===== src/hw/rtl/tsq_pkg.sv =====
// ----------------------------------------------------------------------------
// Tetrahedron shape quality - shared package
// Widths, register map, sideband type and edge vertex tables.
// ----------------------------------------------------------------------------
package tsq_pkg;

    localparam int COORD_BITS_DEF = 16;
    localparam int QFRAC_BITS_DEF = 24;
    localparam int QOUT_BITS      = 20;
    localparam int THR_BITS       = 16;
    localparam int APB_DW         = 32;
    localparam int APB_AW         = 3;

    // limb width of the split wide products
    localparam int MUL_LIMB       = 24;

    localparam logic [THR_BITS-1:0] THR_RESET = THR_BITS'(1);

    // register indexes
    localparam logic REG_VOL_THR = 1'b0;
    localparam logic REG_LEN_THR = 1'b1;

    // sideband that travels with each beat
    typedef struct packed {
        logic vld;
        logic degen;
    } t_tag;

    // edge s runs from vertex seg_from(s) to vertex seg_to(s); 0..2 are ab, ac, ad
    function automatic logic [1:0] seg_from(input int s);
        logic [1:0] v;
        case (s)
            0, 1, 2: v = 2'd0;
            3, 4:    v = 2'd1;
            default: v = 2'd2;
        endcase
        return v;
    endfunction

    function automatic logic [1:0] seg_to(input int s);
        logic [1:0] v;
        case (s)
            0:       v = 2'd1;
            1, 3:    v = 2'd2;
            default: v = 2'd3;
        endcase
        return v;
    endfunction

endpackage


===== src/hw/rtl/tsq_sqrt.sv =====
// ----------------------------------------------------------------------------
// Pipelined integer square root
// One root bit per stage; saturated input gives an all-ones root.
// ----------------------------------------------------------------------------
module tsq_sqrt #(
    parameter int QW = 20
) (
    input  logic            i_clk,
    input  logic            i_rst_n,
    input  tsq_pkg::t_tag   i_tag,
    input  logic [2*QW-1:0] i_num,
    input  logic            i_sat,
    output tsq_pkg::t_tag   o_tag,
    output logic [QW-1:0]   o_root
);

    localparam int NW = 2 * QW;
    localparam int RW = NW + 2;

    tsq_pkg::t_tag r_tag  [1:QW];
    logic [RW-1:0] r_rem  [1:QW];
    logic [QW-1:0] r_root [1:QW];
    logic          r_sat  [1:QW];

    for (genvar k = 1; k <= QW; k++) begin : g_step
        localparam int B = QW - k;
        tsq_pkg::t_tag w_tag;
        logic [RW-1:0] w_rem;
        logic [QW-1:0] w_root;
        logic          w_sat;
        logic [RW-1:0] w_trial;
        logic          w_ge;
        logic [QW-1:0] w_next;

        if (k == 1) begin : g_first
            assign w_tag  = i_tag;
            assign w_rem  = RW'(i_num);
            assign w_root = '0;
            assign w_sat  = i_sat;
        end else begin : g_rest
            assign w_tag  = r_tag[k-1];
            assign w_rem  = r_rem[k-1];
            assign w_root = r_root[k-1];
            assign w_sat  = r_sat[k-1];
        end

        // (root + 2^B)^2 - root^2 = root*2^(B+1) + 2^(2B)
        assign w_trial = (RW'(w_root) << (B + 1)) + (RW'(1) << (2 * B));
        assign w_ge    = w_rem >= w_trial;

        always_comb begin
            w_next    = w_root;
            w_next[B] = w_ge;
        end

        always_ff @(posedge i_clk) begin
            if (!i_rst_n) begin
                r_tag[k] <= '0;
            end else begin
                r_tag[k] <= w_tag;
            end
            r_rem[k]  <= w_ge ? (w_rem - w_trial) : w_rem;
            r_root[k] <= w_next;
            r_sat[k]  <= w_sat;
        end
    end

    assign o_tag  = r_tag[QW];
    assign o_root = r_sat[QW] ? '1 : r_root[QW];

endmodule


===== config.mk =====
export PLATFORM = sky130hd
export DESIGN_NAME = tsq_sqrt
export DESIGN_NICKNAME = d
export VERILOG_FILES = /design/src/hw/rtl/tsq_pkg.sv /design/src/hw/rtl/tsq_sqrt.sv
export SDC_FILE = /design/constraint.sdc
export NUM_CORES = 1
export LEC_CHECK = 0
export ABC_AREA = 0
export BUFFER_PORTS_ARGS = -buffer_cell sky130_fd_sc_hd__buf_2
export CORE_ASPECT_RATIO = 2
export CORE_MARGIN = 3
export CORE_UTILIZATION = 66
export DETAILED_ROUTE_END_ITERATION = 8
export PLACE_DENSITY = 0.9
export SYNTH_ARGS = -nofsm -noshare
export SYNTH_HDL_FRONTEND = slang
export SYNTH_SLANG_ARGS = --single-unit

===== constraint.sdc =====
create_clock -name i_clk -period 9.1 [get_ports i_clk]
set_input_delay 1.82 -clock i_clk [delete_from_list [all_inputs] [get_ports i_clk]]
set_output_delay 1.82 -clock i_clk [all_outputs]
set_load 0.02 [all_outputs]

==> flow_summary_export.csv, run 1 <==
group,metric,value,unit
status,outcome,"finished with violations",
status,failed_checks,"max-capacitance violations, max-slew violations",
worst_hold_path,hold_class,"reg2reg",
critical_path,start_kind,"register",
yosys,synth_area,39100,um^2
floorplan,die_w,178,um
critical_path,cp_max_fo,35,
detailed_routing,totalWireLength,98700,um
yosys,synth_top_cell_by_area,"dfxtp_1",
grt,grt_pass1_vias,31200,
yosys,yosysSeqAreaShare,0.546,
sta,timing.setup.tns,0,ps
yosys,synth_cells,3836,
power,powerDensity,298,nW/um^2
cts,cts_hold_buf,0,
cells_and_area,fin_cells,4770,
yosys,synthArstFlopShare,0,
critical_path,crit_required,9690,ps
floorplan,std_cell_rows,125,
placement,port_buffers,66,
cells_and_area,area_growth,10.1,%
grt,grt-ovfl-total,0,
sta,slew_violations,3,
critical_path,critPathKind,"reg2reg",
critical_path,crit_path_end_kind,"register",
placement,dp_worst_setup_slack,4570,ps
placement,dp_cells,4618,
critical_path,reg2reg_from,"r_root[0][362]",
yosys,synth_fp_nets,4107,
critical_path,r2r_setup_slack,4420,ps
critical_path,critical_path.startpoint,"r_root[0][362]",
critical_path,r2r_end,"r_rem[4][149]",
grt,grt_pass1_wl,152000,um
sta,layout_setup_ws,4420,ps
sta,max_slew.worst_pin.slew,1640,ps
cells_and_area,layout_commonest_cell,"dfxtp_1",
worst_hold_path,min_to,"r_root[0][179]",
yosys,ys_warn_count,0,
yosys,synth-seq-cells,1067,
floorplan,core,58300,um^2
detailed_routing,drt_iter0_markers,1400,
grt,antenna_found_initial,2,
sta,period_minus_slack,4680,ps
cts,clockBufferDepth,3,
sta,timing.max_slew.rel_slack,-0.103,
yosys,synth_flop_cell,"dfxtp_1",
cells_and_area,multiInputGateArea,16500,um^2
sta,fin_skew,41.1,ps
floorplan,die_area,62400,um^2
sta,max_freq,214,MHz
power,leakagePower,0.0196,uW
cts,htreeDepth,3,
yosys,synthTopCellsByArea,"dfxtp_1, ha_1, xnor2_1",
sta,hold_viol,0,
critical_path,cp.arrival,5260,ps
cts,insertion_delay,660,ps
cts,cts_root_buf,"clkbuf_16",
floorplan,ios,67,
power,vdd_drop_max,0.000247,V
power,total_power,12800,uW
detailed_routing,dr.pass1.iters,6,
yosys,synth.distinct_cells,81,
yosys,synth.avg_cell_area,10.2,um^2
worst_hold_path,hp-start,"r_root[0][159]",
cts,post_cts_resized,0,
floorplan,initial_core_util,0.671,
cells_and_area,layout_common_cells,"dfxtp_1, inv_1, nor2_1",
cells_and_area,layout-drive-gt1-share,0.0746,
yosys,synth_edf_count,0,
detailed_routing,antenna_left,0,
cells_and_area,n_fill_cell,3628,
grt,grtUsageTotal,0.316,
floorplan,die_h,350,um
sta,period_share,0.514,
cts,path_clk_slew,70,ps
detailed_routing,avgViaCountPerCell,6.05,
sta,rsz0062_at_grt,"false",
cells_and_area,final_nets,4214,
cts,cts_made_buffers,84,
worst_hold_path,hold_path_depth,0,
placement,place.gp.congestion,0.921,
sta,timing.hold.ws,319,ps
placement,dp_hpwl,71300,um
job,cap_violations,1,
critical_path,reg2regPathDepth,12,
detailed_routing,route.vias.total,28900,
cells_and_area,seq_area,21400,um^2
grt,grt_max_degree,41,
cts,cts_setup_buffers,0,
cts,cts_sinks,1067,
sta,setup_viol,0,
detailed_routing,drc_errors,0,
cts,cts_tree,"done",
yosys,yosysTopAreaCellShare,0.546,
detailed_routing,wl_per_cell,20.7,um
[cell usage after synthesis (all sizes together) (6+ instances only)]
cell / number
dfxtp: 1067
nor2b: 35
nand4: 61
nor2: 255
nor4: 122
nand4b: 15
o21a: 55
nor3: 114
a31oi: 17
xor2: 161
a21o: 56
and4b: 6
nand2: 213
or3: 47
and3: 18
a21boi: 8
or2: 40
and2: 56
or4: 40
inv: 284
o31a: 6
o2111ai: 10
a211oi: 20
clkbuf: 49
mux2: 27
or4b: 8
nor4bb: 6
a21oi: 202
nand3: 52
nor3b: 7
o21bai: 16
ha: 226
buf: 12
o211ai: 11
nand2b: 40
o31ai: 25
nand3b: 17
mux2i: 6
nor4b: 15
o41ai: 6
xnor2: 186
o21ai: 168
[state kept, by name, summed over array words and instances (netlist names)]
| signal | cells |
|---|---|
| r_rem | 797 |
| r_root | 210 |
| r_tag | 40 |
| r_sat | 20 |
[cell type report]
class,count,share of cell area
Sequential cell,1067,0.496
Multi-Input combinational cell,2423,0.382
Clock buffer,124,0.0567
Inverter,285,0.0248
Tap cell,762,0.0221
Timing Repair Buffer,82,0.0104
Clock inverter,26,0.00819
Antenna cell,1,0.0000581
[routing by layer]
metal  track usage  part of all wire  vias up
li1              -                 -    13500
met1         0.202              0.26    13700
met2         0.624              0.56     1057
met3        0.0655             0.045      627
met4         0.373              0.14        0
met5             0                 0        -
[cell families after synthesis]
group | after synthesis | share of synthesized area
mux | 33 | 0.00949
simple gates | 1174 | 0.159
fa+ha+maj | 226 | 0.0722
xor+xnor | 347 | 0.0776
buf+inv | 346 | 0.0340
flops | 1067 | 0.546
other cells | 1 | 0.0000958
compound gates | 642 | 0.102
[how the worst max path moves through the flow]
| stage | end | slack (ps) | cells past startpoint |
|---|---|---|---|
| after detailed placement | r_rem[4][149] | 4570 | 12 |
| after floorplan | r_rem[3][146] | 6050 | 8 |
| after CTS | r_rem[4][149] | 4520 | 12 |
| final | r_rem[4][149] | 4420 | 12 |
| after global routing | r_rem[4][149] | 4090 | 11 |
| after global placement | r_rem[4][149] | 4650 | 12 |
[critical path, cell delays in order, from the launching register on]
cell	delay [ps]
dfxtp_1	330
inv_1	40
ha_1	320
nor2b_1	170
o31a_1	290
o21ai_0	200
buf_4	180
o2111ai_1	390
nor3_4	1150
clkinv_1	840
and3_1	440
o21ai_0	90
xnor2_1	140
[per-stage QoR]
stage               utilization  instance area, um^2
finish                    0.739                43100
global route              0.739                43100
global placement          0.691                40300
detailed placement        0.691                40300
floorplan                     -                39100
CTS                       0.739                43100
[power breakdown]
part / internal [uW] / leakage [uW] / total [uW] / switching, uW
sequential: 5620 / 0.00893 / 6400 / 781
clock: 2030 / 0.00137 / 3720 / 1700
combinational: 1200 / 0.00930 / 2720 / 1520
Power figures use the tool's default switching activity.
==> run 2, diff against run 1 <==
--- a/config.mk
+++ b/config.mk
@@ -9,9 +9,9 @@
 export BUFFER_PORTS_ARGS = -buffer_cell sky130_fd_sc_hd__buf_2
 export CORE_ASPECT_RATIO = 2
 export CORE_MARGIN = 3
-export CORE_UTILIZATION = 66
+export CORE_UTILIZATION = 62
 export DETAILED_ROUTE_END_ITERATION = 8
-export PLACE_DENSITY = 0.9
+export PLACE_DENSITY = 0.86
 export SYNTH_ARGS = -nofsm -noshare
 export SYNTH_HDL_FRONTEND = slang
 export SYNTH_SLANG_ARGS = --single-unit
==> constraint.sdc (replaced) <==
create_clock -name i_clk -period 4.5 [get_ports i_clk]
set_input_delay 0.9 -clock i_clk [delete_from_list [all_inputs] [get_ports i_clk]]
set_output_delay 0.9 -clock i_clk [all_outputs]
set_load 0.02 [all_outputs]
==> run 2 against run 1 <==
Against the previous run: via count is 2.2% lower; flip-flop and latch count unchanged; largest cell class unchanged; core utilization shrank 4.1 points; the flow now finishes without violations; final cell count increased by 0.80%; fmax increased by 16%; combinational power up 100%; non-clock buffer count rose by 10; critical endpoint is now r_rem[4][77]; die area up 6.3%.
==> flow_summary_export.csv, run 2 (synthesized netlist as in run 1, its figures left out) <==
group,metric,value,unit
status,outcome,"finished clean",
sta,max_freq,249,MHz
floorplan,initial_core_util,0.630,
cts,post_cts_resized,0,
placement,dp_cells,4653,
critical_path,crit_buf_inv,1,
cts,cts_tree,"done",
cells_and_area,fin_cells,4808,
sta,period_share,0.893,
sta,setup_viol,0,
detailed_routing,route.vias.total,28200,
placement,port_buffers,66,
sta,timing.max_slew.rel_slack,0.206,
cts,htreeDepth,3,
cells_and_area,area_growth,10.8,%
cts,cts_root_buf,"clkbuf_16",
grt,grt_pass1_wl,147000,um
cells_and_area,seq_area,21400,um^2
cells_and_area,layout-drive-gt1-share,0.0793,
cells_and_area,layout_common_cells,"dfxtp_1, inv_1, nor2_1",
grt,antenna_found_initial,1,
cells_and_area,n_fill_cell,4368,
power,powerDensity,602,nW/um^2
sta,max_slew.worst_pin.slew,1180,ps
critical_path,cp_slowest_stage_delay,1010,ps
power,vdd_drop_max,0.000512,V
cells_and_area,final_util,0.698,
grt,grt-ovfl-total,0,
sta,slew_violations,0,
cts,cts_hold_buf,0,
critical_path,cp.arrival,4580,ps
sta,rsz0062_at_grt,"false",
power,p_switching,7960,uW
detailed_routing,wl_per_cell,19.7,um
cells_and_area,top_regs,"r_rem (797), r_root (210), r_tag (40)",
critical_path,r2r_setup_slack,480,ps
power,p_seq_frac,0.495,
critical_path,cp_cell_sequence,"inv_1 -> ha_1 -> nor3_1 -> a2111oi_0 -> o311ai_0 -> a21oi_1 -> o21ai_0 -> nand3_1 -> nor4_1 -> xor2_1",
floorplan,core,62100,um^2
power,internal-power,18100,uW
detailed_routing,dr.pass1.iters,8,
power,sw_frac_of_total,0.305,
cells_and_area,largest_register_ffs,797,
sta,hold_viol,0,
sta,timing.setup.tns,0,ps
floorplan,die_w,184,um
job,cap_violations,0,
cells_and_area,regMostFlops,"r_rem",
detailed_routing,avgViaCountPerCell,5.87,
floorplan,ios,67,
sta,fin_skew,36.8,ps
detailed_routing,totalWireLength,94800,um
placement,dp_hpwl,71300,um
cts,path_clk_slew,70,ps
detailed_routing,drt_iter0_markers,1315,
power,clkPwrFrac,0.297,
critical_path,start_kind,"register",
cts,cts_setup_buffers,0,
critical_path,critPathSlowestCell,"o311ai_0",
placement,place.gp.congestion,0.947,
sta,period_minus_slack,4020,ps
cells_and_area,final_nets,4226,
cts,clockBufferDepth,3,
sta,timing.hold.ws,325,ps
critical_path,crit_required,5060,ps
critical_path,crit_path_end_kind,"register",
critical_path,critical_path.top_delay_family,"compound AO/OA/AOI/OAI gates",
grt,grtUsageTotal,0.284,
cts,cts_sinks,1067,
cells_and_area,layout_commonest_cell,"dfxtp_1",
floorplan,std_cell_rows,129,
critical_path,cp_max_fo,6,
detailed_routing,antenna_left,0,
cts,cts_made_buffers,86,
critical_path,critPathKind,"reg2reg",
grt,grt_pass1_vias,30800,
cts,insertion_delay,660,ps
detailed_routing,drc_errors,0,
grt,grt_max_degree,41,
power,power_frac_comb,0.208,
floorplan,die_h,361,um
power,leakagePower,0.0197,uW
worst_hold_path,hold_class,"reg2reg",
floorplan,die_area,66400,um^2
cells_and_area,multiInputGateArea,16500,um^2
-- run 2: metrics by stage --
step | total power (uW) | worst slack (ps) | instance area (um^2)
floorplan | 16700 | 1450 | 39100
global placement | 18200 | 837 | 40400
detailed placement | 18400 | 698 | 40400
CTS | 26100 | 634 | 43400
global route | 27300 | 262 | 43400
finish | 26100 | 482 | 43400
-- run 2: worst reg2reg max path, cell delays in order, from the launching register on --
cell and delay, ps:
dfxtp_1 340, inv_1 50, ha_1 330, nor3_1 290
a2111oi_0 180, o311ai_0 1010, a21oi_1 290, o21ai_0 490
nand3_1 360, nor4_1 390, xor2_1 180
-- run 2: per-layer routing --
metal	track usage	vias to the layer above	part of all wire
li1	-	13500	-
met1	0.173	13300	0.26
met2	0.590	839	0.58
met3	0.0442	560	0.034
met4	0.326	2	0.13
met5	0	-	0.00013
-- run 2: cell type report --
type                            instances  share of cell area
Timing Repair Buffer                   92              0.0121
Tap cell                              786              0.0227
Inverter                              285              0.0247
Sequential cell                      1067               0.493
Multi-Input combinational cell       2423               0.380
Clock buffer                          125              0.0583
Clock inverter                         29             0.00941
Antenna cell                            1           0.0000577
-- run 2: power by group through the flow --
stage,Clock [uW],Combinational (uW),Sequential [uW]
after global placement,0,5180,13000
after CTS,7820,5400,12900
after floorplan,0,4120,12600
final,7750,5440,12900
after global routing,8200,6000,13100
after detailed placement,0,5330,13000
-- run 2: worst paths after layout --
check / start / to / depth (start not counted)
max: r_root[0][325] / r_rem[4][77] / 10
max reg2reg: r_root[0][325] / r_rem[4][77] / 10
min reg2reg: r_sat[0][8] / r_sat[0][9] / 0
min: r_sat[0][8] / r_sat[0][9] / 0
